[src/rtl/core/flow_q_vector_accumulator_defines.svh]
// ----------------------------------------------------------------------------
// Assertion macros for the flow Q-vector accumulator
// Wrappers for concurrent assertions on clk/arst_n.
// ----------------------------------------------------------------------------
`ifndef FLOW_Q_VECTOR_ACCUMULATOR_DEFINES_SVH
`define FLOW_Q_VECTOR_ACCUMULATOR_DEFINES_SVH

// Same-cycle implication, disabled while reset is asserted.
`define FQVA_ASSERT_IMP(lbl, ante, cons, msg) \
	lbl: assert property (@(posedge clk) disable iff (!arst_n) (ante) |-> (cons)) \
		else $error(msg);

// Next-cycle implication, disabled while reset is asserted.
`define FQVA_ASSERT_NEXT(lbl, ante, cons, msg) \
	lbl: assert property (@(posedge clk) disable iff (!arst_n) (ante) |=> (cons)) \
		else $error(msg);

`endif

[src/rtl/core/fqva_pkg.sv]
// ----------------------------------------------------------------------------
// fqva_pkg
// Types, constants and arithmetic helpers of the flow Q-vector accumulator.
// ----------------------------------------------------------------------------
`timescale 1ns / 1ps

package fqva_pkg;

	localparam int MAX_BINS      = 16;
	localparam int MAX_HARMONICS = 8;
	localparam int MAX_POWERS    = 8;

	localparam int BIN_W  = $clog2(MAX_BINS);
	localparam int HARM_W = $clog2(MAX_HARMONICS);
	localparam int POW_W  = $clog2(MAX_POWERS);
	localparam int ADDR_W = BIN_W + HARM_W + POW_W;
	localparam int DEPTH  = MAX_BINS * MAX_HARMONICS * MAX_POWERS;

	localparam int SUM_W  = 48;
	localparam int PRE_W  = 32;
	localparam int TRIG_W = 16;
	localparam int CX_W   = 34;
	localparam int Z_W    = 18;
	localparam int ITER_W = 4;
	localparam int CORDIC_STEPS = 14;

	localparam int CFG_IDX_W = 2;
	localparam logic [CFG_IDX_W-1:0] CFG_HARMONICS = 2'd0;
	localparam logic [CFG_IDX_W-1:0] CFG_BINS      = 2'd1;
	localparam logic [CFG_IDX_W-1:0] CFG_POWERS    = 2'd2;

	localparam logic [3:0]  HARM_RESET   = 4'd1;
	localparam logic [4:0]  BINS_RESET   = 5'd1;
	localparam logic [31:0] POWERS_RESET = 32'd286331153;

	localparam logic [1:0] OP_FILL  = 2'd0;
	localparam logic [1:0] OP_CLEAR = 2'd1;
	localparam logic [1:0] OP_READ  = 2'd2;
	localparam logic [1:0] OP_NOP   = 2'd3;

	localparam logic [PRE_W-1:0] ONE_Q12 = 32'd4096;
	localparam logic signed [CX_W-1:0] CORDIC_X0 = 34'sd652032874;

	typedef struct packed {
		logic [1:0]        operation;
		logic [15:0]       angle;
		logic [3:0]        bin_index;
		logic [15:0]       weight;
		logic [15:0]       second_weight;
		logic signed [3:0] read_harmonic;
		logic [2:0]        read_power;
	} item_t;

	typedef struct packed {
		logic signed [SUM_W-1:0] sum_real;
		logic signed [SUM_W-1:0] sum_imag;
		logic                    bin_filled;
		logic [31:0]             fill_count;
	} result_t;

	typedef struct packed {
		logic              load_fill;
		logic              clear_all;
		logic              pre_step;
		logic              trig_init;
		logic              trig_step;
		logic              trig_fin;
		logic              next_h;
		logic              mem_re;
		logic              mem_we;
		logic              clr_wr;
		logic              mul;
		logic              load_out;
		logic [ADDR_W-1:0] addr;
		logic [POW_W-1:0]  p;
		logic [ITER_W-1:0] iter;
		logic [BIN_W-1:0]  bin;
		logic              read_ok;
		logic              read_conj;
	} cmd_t;

	typedef struct packed {
		logic out_busy;
	} status_t;

	function automatic logic signed [Z_W-1:0] atan_step(input logic [ITER_W-1:0] i);
		logic signed [Z_W-1:0] v;
		case (i)
			4'd0:    v = 18'sd8192;
			4'd1:    v = 18'sd4836;
			4'd2:    v = 18'sd2555;
			4'd3:    v = 18'sd1297;
			4'd4:    v = 18'sd651;
			4'd5:    v = 18'sd326;
			4'd6:    v = 18'sd163;
			4'd7:    v = 18'sd81;
			4'd8:    v = 18'sd41;
			4'd9:    v = 18'sd20;
			4'd10:   v = 18'sd10;
			4'd11:   v = 18'sd5;
			4'd12:   v = 18'sd3;
			4'd13:   v = 18'sd1;
			default: v = 18'sd0;
		endcase
		return v;
	endfunction

	// Q.12 product, rounded half up and saturated to 32 bits.
	function automatic logic [PRE_W-1:0] qmul(input logic [PRE_W-1:0] a, input logic [15:0] b);
		logic [48:0] prod;
		logic [36:0] r;
		prod = 49'(a) * 49'(b) + 49'd2048;
		r = prod[48:12];
		return (r > 37'h0FFFFFFFF) ? {PRE_W{1'b1}} : r[PRE_W-1:0];
	endfunction

endpackage

[src/rtl/core/fqva_ctrl.sv]
// ----------------------------------------------------------------------------
// fqva_ctrl
// Sequencer: configuration registers, loop counters and datapath commands.
// ----------------------------------------------------------------------------
`timescale 1ns / 1ps
`include "flow_q_vector_accumulator_defines.svh"

module fqva_ctrl (
	input  logic                           clk,
	input  logic                           arst_n,
	input  logic                           item_valid,
	output logic                           item_ready,
	input  fqva_pkg::item_t                item,
	input  logic                           cfg_valid,
	output logic                           cfg_ready,
	input  logic [fqva_pkg::CFG_IDX_W-1:0] cfg_index,
	input  logic [31:0]                    cfg_data,
	output fqva_pkg::cmd_t                 cmd,
	input  fqva_pkg::status_t              status
);
	import fqva_pkg::*;

	typedef enum logic [10:0] {
		ST_CLEAR = 11'b00000000001,
		ST_IDLE  = 11'b00000000010,
		ST_PRE   = 11'b00000000100,
		ST_TSET  = 11'b00000001000,
		ST_TRIG  = 11'b00000010000,
		ST_TFIN  = 11'b00000100000,
		ST_RD    = 11'b00001000000,
		ST_MUL   = 11'b00010000000,
		ST_WR    = 11'b00100000000,
		ST_RREQ  = 11'b01000000000,
		ST_RRES  = 11'b10000000000
	} state_t;

	state_t            state_q;
	logic [ADDR_W-1:0] cnt_q;
	logic [HARM_W:0]   h_q;
	logic [POW_W:0]    p_q;
	logic [ITER_W-1:0] it_q;
	logic [BIN_W-1:0]  bin_q;
	logic              conj_q;
	logic              ok_q;
	logic [3:0]        harm_cfg_q;
	logic [4:0]        bins_cfg_q;
	logic [31:0]       pow_cfg_q;

	logic [4:0]        nb;
	logic [HARM_W:0]   nh;
	logic [3:0]        nib;
	logic [POW_W:0]    np;
	logic              accept;
	logic              fill_drop;
	logic [BIN_W-1:0]  fill_bin;
	logic [BIN_W-1:0]  read_bin;
	logic [HARM_W:0]   rd_mag;
	logic              last_p;
	logic              last_h;

	assign accept     = item_valid && item_ready;
	assign item_ready = (state_q == ST_IDLE);
	assign cfg_ready  = 1'b1;

	always_comb begin
		if (bins_cfg_q == 5'd0) begin
			nb = 5'd1;
		end else if (bins_cfg_q > 5'(MAX_BINS)) begin
			nb = 5'(MAX_BINS);
		end else begin
			nb = bins_cfg_q;
		end
		nh  = (harm_cfg_q > 4'(MAX_HARMONICS)) ? 4'(MAX_HARMONICS) : harm_cfg_q;
		nib = pow_cfg_q[{h_q[HARM_W-1:0], 2'b00} +: 4];
		np  = (nib > 4'(MAX_POWERS)) ? 4'(MAX_POWERS) : nib;
	end

	// A single bin in use folds every fill onto bin 0; otherwise unused bins drop.
	assign fill_drop = (nb != 5'd1) && ({1'b0, item.bin_index} >= nb);
	assign fill_bin  = (nb == 5'd1) ? '0 : item.bin_index;
	assign read_bin  = ({1'b0, item.bin_index} >= nb) ? '0 : item.bin_index;
	assign rd_mag    = item.read_harmonic[3] ? (~item.read_harmonic + 4'd1)
	                                         : item.read_harmonic;
	assign last_p    = ((p_q + 4'd1) >= np);
	assign last_h    = ((h_q + 4'd1) >= nh);

	always_comb begin
		cmd           = '0;
		cmd.addr      = (state_q == ST_CLEAR) ? cnt_q
		                : {bin_q, h_q[HARM_W-1:0], p_q[POW_W-1:0]};
		cmd.p         = p_q[POW_W-1:0];
		cmd.iter      = it_q;
		cmd.bin       = bin_q;
		cmd.read_ok   = ok_q;
		cmd.read_conj = conj_q;
		case (state_q)
			ST_CLEAR: cmd.clr_wr = 1'b1;
			ST_IDLE: begin
				cmd.bin = fill_bin;
				if (accept && item.operation == OP_FILL && !fill_drop) begin
					cmd.load_fill = 1'b1;
				end
				if (accept && item.operation == OP_CLEAR) begin
					cmd.clear_all = 1'b1;
				end
			end
			ST_PRE:  cmd.pre_step  = 1'b1;
			ST_TSET: cmd.trig_init = 1'b1;
			ST_TRIG: cmd.trig_step = 1'b1;
			ST_TFIN: begin
				cmd.trig_fin = 1'b1;
				cmd.next_h   = (np == '0);
			end
			ST_RD:   cmd.mem_re = 1'b1;
			ST_MUL:  cmd.mul    = 1'b1;
			ST_WR: begin
				cmd.mem_we = 1'b1;
				cmd.next_h = last_p;
			end
			ST_RREQ: cmd.mem_re   = 1'b1;
			ST_RRES: cmd.load_out = !status.out_busy;
			default: cmd = '0;
		endcase
	end

	always_ff @(posedge clk or negedge arst_n) begin
		if (!arst_n) begin
			harm_cfg_q <= HARM_RESET;
			bins_cfg_q <= BINS_RESET;
			pow_cfg_q  <= POWERS_RESET;
		end else if (cfg_valid && cfg_ready) begin
			case (cfg_index)
				CFG_HARMONICS: harm_cfg_q <= cfg_data[3:0];
				CFG_BINS:      bins_cfg_q <= cfg_data[4:0];
				CFG_POWERS:    pow_cfg_q  <= cfg_data;
				default:       ;
			endcase
		end
	end

	always_ff @(posedge clk or negedge arst_n) begin
		if (!arst_n) begin
			state_q <= ST_CLEAR;
			cnt_q   <= '0;
			h_q     <= '0;
			p_q     <= '0;
			it_q    <= '0;
			bin_q   <= '0;
			conj_q  <= 1'b0;
			ok_q    <= 1'b0;
		end else begin
			case (state_q)
				ST_CLEAR: begin
					cnt_q <= cnt_q + 1'b1;
					if (cnt_q == {ADDR_W{1'b1}}) begin
						state_q <= ST_IDLE;
					end
				end
				ST_IDLE: begin
					if (accept) begin
						case (item.operation)
							OP_FILL: begin
								if (!fill_drop) begin
									bin_q   <= fill_bin;
									p_q     <= '0;
									state_q <= ST_PRE;
								end
							end
							OP_CLEAR: begin
								cnt_q   <= '0;
								state_q <= ST_CLEAR;
							end
							OP_READ: begin
								bin_q   <= read_bin;
								h_q     <= rd_mag;
								p_q     <= {1'b0, item.read_power};
								conj_q  <= item.read_harmonic[3];
								ok_q    <= (rd_mag < 4'(MAX_HARMONICS));
								state_q <= ST_RREQ;
							end
							default: ;
						endcase
					end
				end
				ST_PRE: begin
					if (p_q == 4'(MAX_POWERS - 1)) begin
						p_q     <= '0;
						h_q     <= '0;
						state_q <= (nh == '0) ? ST_IDLE : ST_TSET;
					end else begin
						p_q <= p_q + 4'd1;
					end
				end
				ST_TSET: begin
					it_q    <= '0;
					state_q <= ST_TRIG;
				end
				ST_TRIG: begin
					if (it_q == 4'(CORDIC_STEPS - 1)) begin
						state_q <= ST_TFIN;
					end else begin
						it_q <= it_q + 4'd1;
					end
				end
				ST_TFIN: begin
					p_q <= '0;
					if (np != '0) begin
						state_q <= ST_RD;
					end else if (last_h) begin
						state_q <= ST_IDLE;
					end else begin
						h_q     <= h_q + 4'd1;
						state_q <= ST_TSET;
					end
				end
				ST_RD:  state_q <= ST_MUL;
				ST_MUL: state_q <= ST_WR;
				ST_WR: begin
					if (!last_p) begin
						p_q     <= p_q + 4'd1;
						state_q <= ST_RD;
					end else if (last_h) begin
						state_q <= ST_IDLE;
					end else begin
						h_q     <= h_q + 4'd1;
						state_q <= ST_TSET;
					end
				end
				ST_RREQ: state_q <= ST_RRES;
				ST_RRES: begin
					if (!status.out_busy) begin
						state_q <= ST_IDLE;
					end
				end
				default: state_q <= ST_IDLE;
			endcase
		end
	end

	`FQVA_ASSERT_IMP(a_no_rw_clash, cmd.mem_we || cmd.clr_wr, !cmd.mem_re, "memory read and write in one cycle")
	`FQVA_ASSERT_IMP(a_load_free, cmd.load_out, !status.out_busy, "result loaded over a pending beat")
	`FQVA_ASSERT_NEXT(a_read_seq, accept && item.operation == OP_READ, state_q == ST_RREQ, "read beat did not start a lookup")

endmodule

[config.mk]
export PLATFORM = sky130hd
export DESIGN_NAME = fqva_ctrl
export DESIGN_NICKNAME = d
export VERILOG_FILES = /design/src/rtl/core/fqva_pkg.sv /design/src/rtl/core/fqva_ctrl.sv
export VERILOG_INCLUDE_DIRS = /design/src /design/src/rtl/core
export SDC_FILE = /design/constraint.sdc
export NUM_CORES = 1
export LEC_CHECK = 0
export BUFFER_PORTS_ARGS = -buffer_cell sky130_fd_sc_hd__clkbuf_2
export CAP_MARGIN = 20
export CORE_MARGIN = 3
export CORE_UTILIZATION = 39
export DETAILED_ROUTE_END_ITERATION = 8
export GPL_TIMING_DRIVEN = 0
export HOLD_SLACK_MARGIN = 0.06
export PLACE_DENSITY_LB_ADDON = 0.05
export SETUP_SLACK_MARGIN = 0.05
export SYNTH_ARGS = -nofsm -noshare
export SYNTH_HDL_FRONTEND = slang
export SYNTH_SLANG_ARGS = --single-unit
[constraint.sdc]
create_clock -name clk -period 6.19 [get_ports clk]
set_input_delay 0.619 -clock clk [delete_from_list [all_inputs] [get_ports clk]]
set_output_delay 0.619 -clock clk [all_outputs]
set_load 0.02 [all_outputs]
==> flow_summary.json, run 1 <==
{
  "yosysSeqAreaShare_pct": 41.48,
  "hold_viol": 0,
  "grt_setup_unrepaired": "false",
  "fp.dieH_um": 117.6,
  "slowest_delay_ps": 690,
  "reg2reg_depth": 11,
  "floorplan.initialDensity_pct": 40.12,
  "grt_pass1_vias": 4082,
  "r2r-end": "state_q[1]",
  "ant_nets": 0,
  "startpoint_type": "flop",
  "maxCapViolCount": 0,
  "coreArea_mm2": 0.01211,
  "synthTopCellsByCount": "dfrtp_1 (69), nand2_1 (63), mux2_2 (46)",
  "netlist_area_mm2": 0.004860,
  "clock_path_buffers": 2,
  "yosys.area_share.simple_pct": 21.11,
  "p_per_area_mw_per_mm2": 412.0,
  "rows": 40,
  "cp.required_ps": 5570,
  "ys_warn_count": 0,
  "yosysTopAreaCellShare_pct": 35.53,
  "max_slew_margin_pct": 48.79,
  "r2r_start": "h_q[1]",
  "synth_nets": 607,
  "yosys.area.top_type": "dfrtp_1",
  "nNetsFinal": 706,
  "drt-total-wl_mm": 12.11,
  "r2r_slack_ps": 2550,
  "status": "completed",
  "ys_ff_latch": 80,
  "wl_per_cell_um": 15.98,
  "cpMaxStageDelayCell": "or4_1",
  "grt_antenna_before_repair": 0,
  "cts_tree": "yes",
  "holdBufCountCts": 0,
  "end_kind": "output port",
  "numPortBuffers": 87,
  "synth_mux_area_share_pct": 15.63,
  "grt_max_degree": 62,
  "worst_pin_slew_ps": 748.8,
  "cts_made_buffers": 9,
  "synth_compound_area_share_pct": 9.861,
  "ir_drop_v": 0.0001737,
  "synthFlopType": "dfrtp_1",
  "worst_hold_path_type": "in -> async",
  "track_usage_pct": 18.40,
  "die_w_um": 117.6,
  "vias_per_cell": 5.195,
  "drt_iter0_drc": 229,
  "path_max_fanout": 10,
  "clock-sinks": 80,
  "syn_inst": 486,
  "yosys.cell_types.count": 63,
  "synth_enable_flop_cells": 0,
  "n_antenna_cell": 0,
  "p_leak_nw": 2.743,
  "slew_violations": 0,
  "synth.most_common_cell": "dfrtp_1",
  "period_needed_ps": 4287,
  "hold_ws_ps": 200.9,
  "synth_area_per_cell_um2": 9.999,
  "drive_gt1_share_pct": 29.66,
  "path_common_cell": "clkbuf_1",
  "synthToLayoutAreaGrowth_pct": 19.93,
  "setup-tns-final_ps": 0,
  "post_cts_buffers": 0,
  "grt_pass1_wl_mm": 20.57,
  "crit_chain": "clkbuf_1 > nor3_1 > nand4_1 > o21ai_0 > or4_1 > nor2_1 > clkbuf_1 > a21oi_1 > clkbuf_2",
  "clkTransAtPathRegs_ps": 60,
  "die_area_mm2": 0.01384,
  "crit_type": "reg -> out",
  "hpwl_mm": 9.353,
  "postCtsResizedCells": 0,
  "finalCritPeriodShare_pct": 69.25,
  "setup_viol": 0,
  "htree_levels": 3,
  "vias": 3938,
  "overflow": 0,
  "final_core_util_pct": 48.12,
  "fmax_mhz": 233.3,
  "synthAdderAreaFrac_pct": 5.407,
  "clock_latency_ps": 340,
  "synth_top_family_by_area": "simple AND/OR/NAND/NOR gates",
  "ys_async_sr_fraction_pct": 100.0,
  "drc": 0,
  "synth.area.top_cells": "dfrtp_1 (36%), mux2_2 (11%), dfstp_2 (5.9%)",
  "drtPass1Iterations": 4,
  "synthXorXnorAreaFrac_pct": 3.064,
  "critPathArrivalTime_ps": 3670,
  "place_congestion": 0.8461,
  "clockRootBuffer": "clkbuf_16",
  "ios": 137,
  "fin_skew_ps": 5.959
}
-- worst max-delay path, delay by kind of cell (launching register included) --
family	cells	cell delay, ps
DFF	1	520
and+or+nand+nor	4	1660
AOI/OAI and AO/OA	2	260
buffers and inverters	3	870
-- registers in the layout, indices dropped and copies added (netlist names) --
signal      flops
bin_q           4
bins_cfg_q      5
cnt_q          10
conj_q          1
h_q             4
harm_cfg_q      4
it_q            4
ok_q            1
p_q             4
pow_cfg_q      32
state_q        11
-- cell usage in the layout (no fill, tap or decap), types with 2 or more instances in the layout --
cell	Yosys	final
nor4b_1	4	4
a22oi_1	2	2
o21ai_0	20	20
xor2_1	12	12
ha_1	21	21
inv_1	20	20
and3_1	9	9
nor2b_1	12	12
nand3_1	12	12
or2_2	2	2
mux2_2	46	46
and2_1	2	2
mux2i_1	2	2
mux4_1	7	7
or3_1	4	4
a41oi_1	3	3
clkbuf_1	14	17
dfrtp_1	69	69
or4_1	4	4
o31ai_1	2	2
buf_1	2	2
nor2_1	34	34
o22ai_1	2	2
a2111oi_0	2	2
a21oi_1	21	21
clkbuf_2	0	86
nor4_1	3	3
xnor2_1	5	5
nor3b_1	2	2
buf_2	2	2
nand3b_1	3	3
nand2b_1	13	13
dfstp_2	11	11
clkbuf_16	0	9
nor3_1	14	14
a22o_1	6	6
nand2_1	63	63
nand4_1	9	9
-- where the power goes --
| group | total (mW) | switching [mW] | leakage [nW] | internal, mW |
|---|---|---|---|---|
| sequential | 0.749 | 0.0978 | 0.989 | 0.651 |
| combinational | 1.12 | 0.658 | 1.61 | 0.465 |
| clock | 0.529 | 0.206 | 0.140 | 0.323 |
-- kinds of logic after synthesis --
family / count (synthesis)
mux: 57
buf+inv: 40
other cells: 1
xor+xnor: 17
flops: 80
compound gates: 72
fa+ha+maj: 21
simple gates: 198
-- metal layers --
layer,global-route usage (%),up-vias,wire (um)
met2,31.19,93,6019
met1,22.95,1882,5299
li1,-,1950,-
met5,0,-,0
met4,7.179,0,208
met3,3.940,13,582
-- worst max-delay path by stage --
stage	from	to	slack [ps]	cells past startpoint
4_1_cts	state_q[0]	cmd[14]	1870	9
3_5_place_dp	state_q[0]	cmd[14]	2250	9
5_1_grt	state_q[0]	cmd[17]	1670	9
3_3_place_gp	state_q[0]	cmd[13]	2250	9
6_report	state_q[0]	cmd[14]	1900	9
2_1_floorplan	h_q[0]	state_q[1]	2860	11
-- per-stage QoR --
step | instances | setup slack (ps) | cell area, um2 | total power, mW
3_5_place_dp | 742 | 2251 | 5535 | 1.891
6_report | 758 | 1903 | 5828 | 2.401
5_1_grt | 758 | 1671 | 5828 | 2.597
4_1_cts | 758 | 1870 | 5828 | 2.436
3_3_place_gp | 741 | 2254 | 5505 | 1.871
2_1_floorplan | 486 | 2860 | 4860 | 1.550
-- layout make-up --
cell class                 count  area (um2)
inverter                      20       75.07
sequential                    80        2016
buffer                        20       88.84
multi-input combinational    366        2680
clock buffer                  13       250.2
fill                        1221        6284
tap                          168       210.2
timing repair buffer          88       465.4
clock inverter                 3       42.54
Power figures use the tool's default switching activity.
==> inputs of run 2 (changes only) <==
==> constraint.sdc (replaced) <==
create_clock -name clk -period 3.9 [get_ports clk]
set_input_delay 0.39 -clock clk [delete_from_list [all_inputs] [get_ports clk]]
set_output_delay 0.39 -clock clk [all_outputs]
set_load 0.02 [all_outputs]
==> run 2 against run 1 <==
  * Utilization increased by 0.45 points
  * Register-to-register slack got worse by 2100 ps
  * Via count fell by 0.48%
  * Non-clock buffer count up 2
  * Sequential power is 59% higher
  * Clock power rose by 59%
==> flow_summary.json, run 2 (synthesized netlist as in run 1, its figures left out) <==
{
  "status": "completed",
  "worst_hold_path_type": "in -> reg",
  "htree_levels": 3,
  "final_core_util_pct": 48.57,
  "seqCellArea_mm2": 0.002017,
  "worst_pin_slew_ps": 817.4,
  "largest_reg_flops": 32,
  "cts_tree": "yes",
  "finalCritPeriodShare_pct": 94.63,
  "clockRootBuffer": "clkbuf_16",
  "dp_cells": 742,
  "wl_per_cell_um": 15.92,
  "p_leak_nw": 2.770,
  "setup-tns-final_ps": 0,
  "multi_input_area_mm2": 0.002693,
  "p_per_area_mw_per_mm2": 655.7,
  "drt-total-wl_mm": 12.10,
  "grt_pass1_wl_mm": 20.57,
  "hpwl_mm": 9.353,
  "clkTransAtPathRegs_ps": 60,
  "vias_per_cell": 5.157,
  "period_needed_ps": 3691,
  "ir_drop_v": 0.0002763,
  "final_cell_mix": "clkbuf_2 (86), dfrtp_1 (68), nand2_1 (63), mux2_2 (46), nor2_1 (33)",
  "cts_made_buffers": 9,
  "layout_commonest_cell": "clkbuf_2",
  "crit_type": "reg -> out",
  "nNetsFinal": 708,
  "r2r_start": "bins_cfg_q[1]",
  "clock_path_buffers": 2,
  "fillers": 1209,
  "clock_latency_ps": 340,
  "fmax_mhz": 271.0,
  "fp.dieH_um": 117.6,
  "synthToLayoutAreaGrowth_pct": 21.06,
  "n_antenna_cell": 0,
  "place_congestion": 0.8461,
  "path_max_fanout": 4,
  "rows": 40,
  "track_usage_pct": 18.40,
  "drtPass1Iterations": 5,
  "r2r_slack_ps": 470,
  "reg2reg_depth": 11,
  "startpoint_type": "flop",
  "grt_max_degree": 62,
  "grt_pass1_vias": 4082,
  "coreArea_mm2": 0.01211,
  "hold_depth": 2,
  "overflow": 0,
  "stdcell_count": 760,
  "hp-start": "cfg_data[15]",
  "maxCapViolCount": 0,
  "die_w_um": 117.6,
  "floorplan.initialDensity_pct": 40.12,
  "grt_setup_unrepaired": "false",
  "slew_violations": 0,
  "clock-sinks": 80,
  "ios": 137,
  "setup_viol": 0,
  "hold_viol": 0,
  "numPortBuffers": 87,
  "reg_top3": "pow_cfg_q x32, state_q x11, cnt_q x10",
  "drc": 0,
  "critPathArrivalTime_ps": 3300,
  "die_area_mm2": 0.01384,
  "vias": 3919,
  "min_to": "pow_cfg_q[15]",
  "end_kind": "output port",
  "grt_antenna_before_repair": 0,
  "top_register": "pow_cfg_q",
  "drive_gt1_share_pct": 30.57,
  "drt_iter0_drc": 198,
  "r2r-end": "p_q[1]",
  "cp.required_ps": 3510,
  "max_slew_margin_pct": 44.79,
  "ant_nets": 0,
  "fin_skew_ps": 7.112
}
==> run 2: what timing repair did <==
action / 4_1_cts / 5_1_grt
resized for setup: 4 / 5
hold buffers: 1 / 0
buffers inserted: 0 / 2
hold endpoints to repair: 18 / 0
setup endpoints to repair: 11 / 13
cloned: 0 / 0
==> run 2: how the worst max path moves through the flow <==
stage	from	endpoint	slack (ps)	cells past startpoint
after CTS	h_q[0]	cmd[28]	100	10
after global routing	h_q[0]	cmd[28]	40	10
after floorplan	h_q[0]	state_q[1]	570	11
after detailed placement	state_q[0]	cmd[14]	190	9
after global placement	state_q[0]	cmd[13]	190	9
final	h_q[0]	cmd[28]	210	10
==> run 2: per-stage QoR <==
| stage | instance area, um2 | setup slack [ps] | total power, mW | hold slack [ps] |
|---|---|---|---|---|
| floorplan | 4860 | 570.2 | 2.460 | 94.41 |
| global placement | 5505 | 192.6 | 2.970 | 459.0 |
| detailed placement | 5535 | 190.0 | 3.002 | 337.6 |
| CTS | 5848 | 95.45 | 3.883 | 268.0 |
| global route | 5883 | 41.49 | 4.169 | 274.5 |
| finish | 5883 | 209.5 | 3.858 | 279.4 |
==> run 2: area by class of cell <==
class | instances | area share (%)
Multi-Input combinational cell | 366 | 45.77
Inverter | 20 | 1.276
Timing Repair Buffer | 91 | 8.550
Clock buffer | 13 | 4.254
Clock inverter | 3 | 0.7231
Tap cell | 168 | 3.573
Buffer | 19 | 1.574
Sequential cell | 80 | 34.28
==> run 2: worst max-delay path: stages (launching register included) <==
cell      delay, ps
dfrtp_2         420
buf_12          120
mux4_1          570
mux2_2          310
nor2_1          120
ha_1            230
nand2b_1        150
a2111o_1        420
and3_1          230
o21bai_2        230
clkbuf_2        170
==> run 2: power by group <==
part,switching [mW],internal (mW)
Combinational,1.06,0.771
Clock,0.330,0.513
Sequential,0.152,1.03
==> run 2: layer usage <==
metal  share of wire (%)  track usage, %  up-vias
met4                 1.6           7.179        0
met5                   0               0        -
met3                 4.6           3.892       13
met2                  50           31.19       83
met1                  44           22.98     1868
li1                    -               -     1955
==> inputs of run 3 (changes only) <==
--- a/config.mk
+++ b/config.mk
@@ -13,8 +13,8 @@
 export DETAILED_ROUTE_END_ITERATION = 8
 export GPL_TIMING_DRIVEN = 0
 export HOLD_SLACK_MARGIN = 0.06
-export PLACE_DENSITY_LB_ADDON = 0.05
-export SETUP_SLACK_MARGIN = 0.05
+export PLACE_DENSITY_LB_ADDON = 0.25
+export SETUP_SLACK_MARGIN = 0.3
 export SYNTH_ARGS = -nofsm -noshare
 export SYNTH_HDL_FRONTEND = slang
 export SYNTH_SLANG_ARGS = --single-unit
==> run 3 against run 2 <==
  * Clock-buffer cell count fell by 2
  * Fmax rose by 6.1%
  * Non-clock buffer count rose by 6
  * Critical path depth did not move
  * Worst hold slack barely moved
  * Wire length barely moved
  * Sequential power barely moved
  * Cell area rose by 1.3%
==> flow_summary.json, run 3 (synthesized netlist as in run 1, its figures left out) <==
{
  "reg_top3": "pow_cfg_q x32, state_q x11, cnt_q x10",
  "setup_viol": 0,
  "layout_commonest_cell": "clkbuf_2",
  "drt-total-wl_mm": 12.10,
  "n_antenna_cell": 0,
  "grt_antenna_before_repair": 0,
  "met2_usage_pct": 30.33,
  "clock_path_buffers": 2,
  "floorplan.initialDensity_pct": 40.12,
  "met1_usage_pct": 23.01,
  "drt_iter0_drc": 234,
  "drc": 0,
  "numPortBuffers": 87,
  "fin_skew_ps": 7.230,
  "startpoint_type": "flop",
  "htree_levels": 3,
  "p_leak_nw": 2.808,
  "slowest_delay_ps": 480,
  "period_needed_ps": 3479,
  "cpMaxStageDelayCell": "mux4_2",
  "clock_latency_ps": 340,
  "clock-sinks": 80,
  "max_slew_margin_pct": 48.02,
  "final_cell_mix": "clkbuf_2 (87), dfrtp_1 (68), nand2_1 (63), mux2_2 (44), nor2_1 (32)",
  "crit_type": "reg -> out",
  "worst_pin_slew_ps": 777.7,
  "die_w_um": 117.6,
  "worst_hold_path_type": "in -> reg",
  "maxCapViolCount": 0,
  "setup-tns-final_ps": 0,
  "wl_per_cell_um": 15.80,
  "ant_nets": 0,
  "vias_per_cell": 5.240,
  "slew_violations": 0,
  "largest_reg_flops": 32,
  "crit_chain": "buf_12 > mux4_2 > mux2_4 > nor2_2 > ha_1 > nand2b_1 > a2111o_1 > and3_4 > o21bai_2 > buf_6",
  "grt_max_degree": 67,
  "die_area_mm2": 0.01384,
  "p_per_area_mw_per_mm2": 666.5,
  "top_register": "pow_cfg_q",
  "drtPass1Iterations": 4,
  "busiest_layer": "met2",
  "ios": 137,
  "rows": 40,
  "vias": 4014,
  "overflow": 0,
  "met3_usage_pct": 4.325,
  "synthToLayoutAreaGrowth_pct": 22.68,
  "fmax_mhz": 287.5,
  "grt_setup_unrepaired": "true",
  "fp.dieH_um": 117.6,
  "clkTransAtPathRegs_ps": 60,
  "hpwl_mm": 9.014,
  "ir_drop_v": 0.0002920,
  "reg2reg_depth": 11,
  "grt_pass1_vias": 4069,
  "track_usage_pct": 17.99,
  "hold_viol": 0,
  "place_congestion": 0.8726,
  "coreArea_mm2": 0.01211,
  "status": "completed",
  "grt_pass1_wl_mm": 20.34,
  "clockRootBuffer": "clkbuf_16",
  "finalCritPeriodShare_pct": 89.20,
  "nNetsFinal": 714,
  "end_kind": "output port",
  "cp.required_ps": 3510,
  "final_core_util_pct": 49.23,
  "cts_tree": "yes",
  "path_max_fanout": 5,
  "cts_made_buffers": 9,
  "critPathArrivalTime_ps": 3090,
  "hold_depth": 2,
  "drive_gt1_share_pct": 33.28
}
## run 3: changes by cell type in the layout (fill, tap and decap cells not counted), sizes merged
| cell | previous run | this run |
|---|---|---|
| buf | 9 | 15 |
| clkinv | 1 | 3 |
| clkbuf | 113 | 111 |
## run 3: layout make-up
cell class,count,area [um2]
clock buffer,11,242.7
inverter,20,75.07
clock inverter,5,56.30
multi-input combinational,366,2716
sequential,80,2017
buffer,20,110.1
fill,1165,6150
timing repair buffer,96,534.3
tap,168,210.2
## run 3: worst paths after layout
check                              start            end  slack, ps
max                               h_q[0]        cmd[28]        420
min                         cfg_data[16]  pow_cfg_q[16]        280
max reg2reg                bins_cfg_q[1]         p_q[1]        610
min reg2reg                         ok_q           ok_q        490
max in group asynchronous         arst_n   pow_cfg_q[4]       2760
min in group asynchronous         arst_n        it_q[0]        490
## run 3: routing by layer
| metal | part of all wire [%] | wire, um |
|---|---|---|
| met1 | 44 | 5289 |
| met3 | 5.3 | 643 |
| met5 | 0 | 0 |
| met4 | 1.4 | 174 |
| met2 | 50 | 5996 |
## run 3: critical path, delay by kind of cell (launching register included)
| kind | cells | cell delay [ps] |
|---|---|---|
| buffers and inverters | 2 | 290 |
| AOI/OAI and AO/OA | 2 | 580 |
| muxes | 2 | 790 |
| DFF | 1 | 440 |
| and+or+nand+nor | 3 | 440 |
| adders and majority gates | 1 | 220 |
## run 3: through the flow
step                      setup WS (ps)  instance area, um2  power (mW)  std cells  hold WS [ps]
after floorplan                   570.2                4860       2.460        486         94.41
after global placement            158.6                5505       2.938        741         460.6
after detailed placement          168.4                5535       2.980        742         302.8
after CTS                         304.2                5903       3.917        762         272.1
after global routing              276.4                5962       4.273        766         267.9
final                             421.4                5962       3.974        766         279.2
## run 3: what timing repair did
action                                  4_1_cts  5_1_grt
hold buffers                                  1        0
resized for setup                            14       14
setup buffers                                 3        4
pin swaps                                     0        1
endpoints found under the setup margin       21       17
endpoints found under the hold margin        14        0
## run 3: report_power, final
group,switching [mW],internal (mW)
registers,0.162,1.03
clock network,0.335,0.512
logic,1.08,0.846
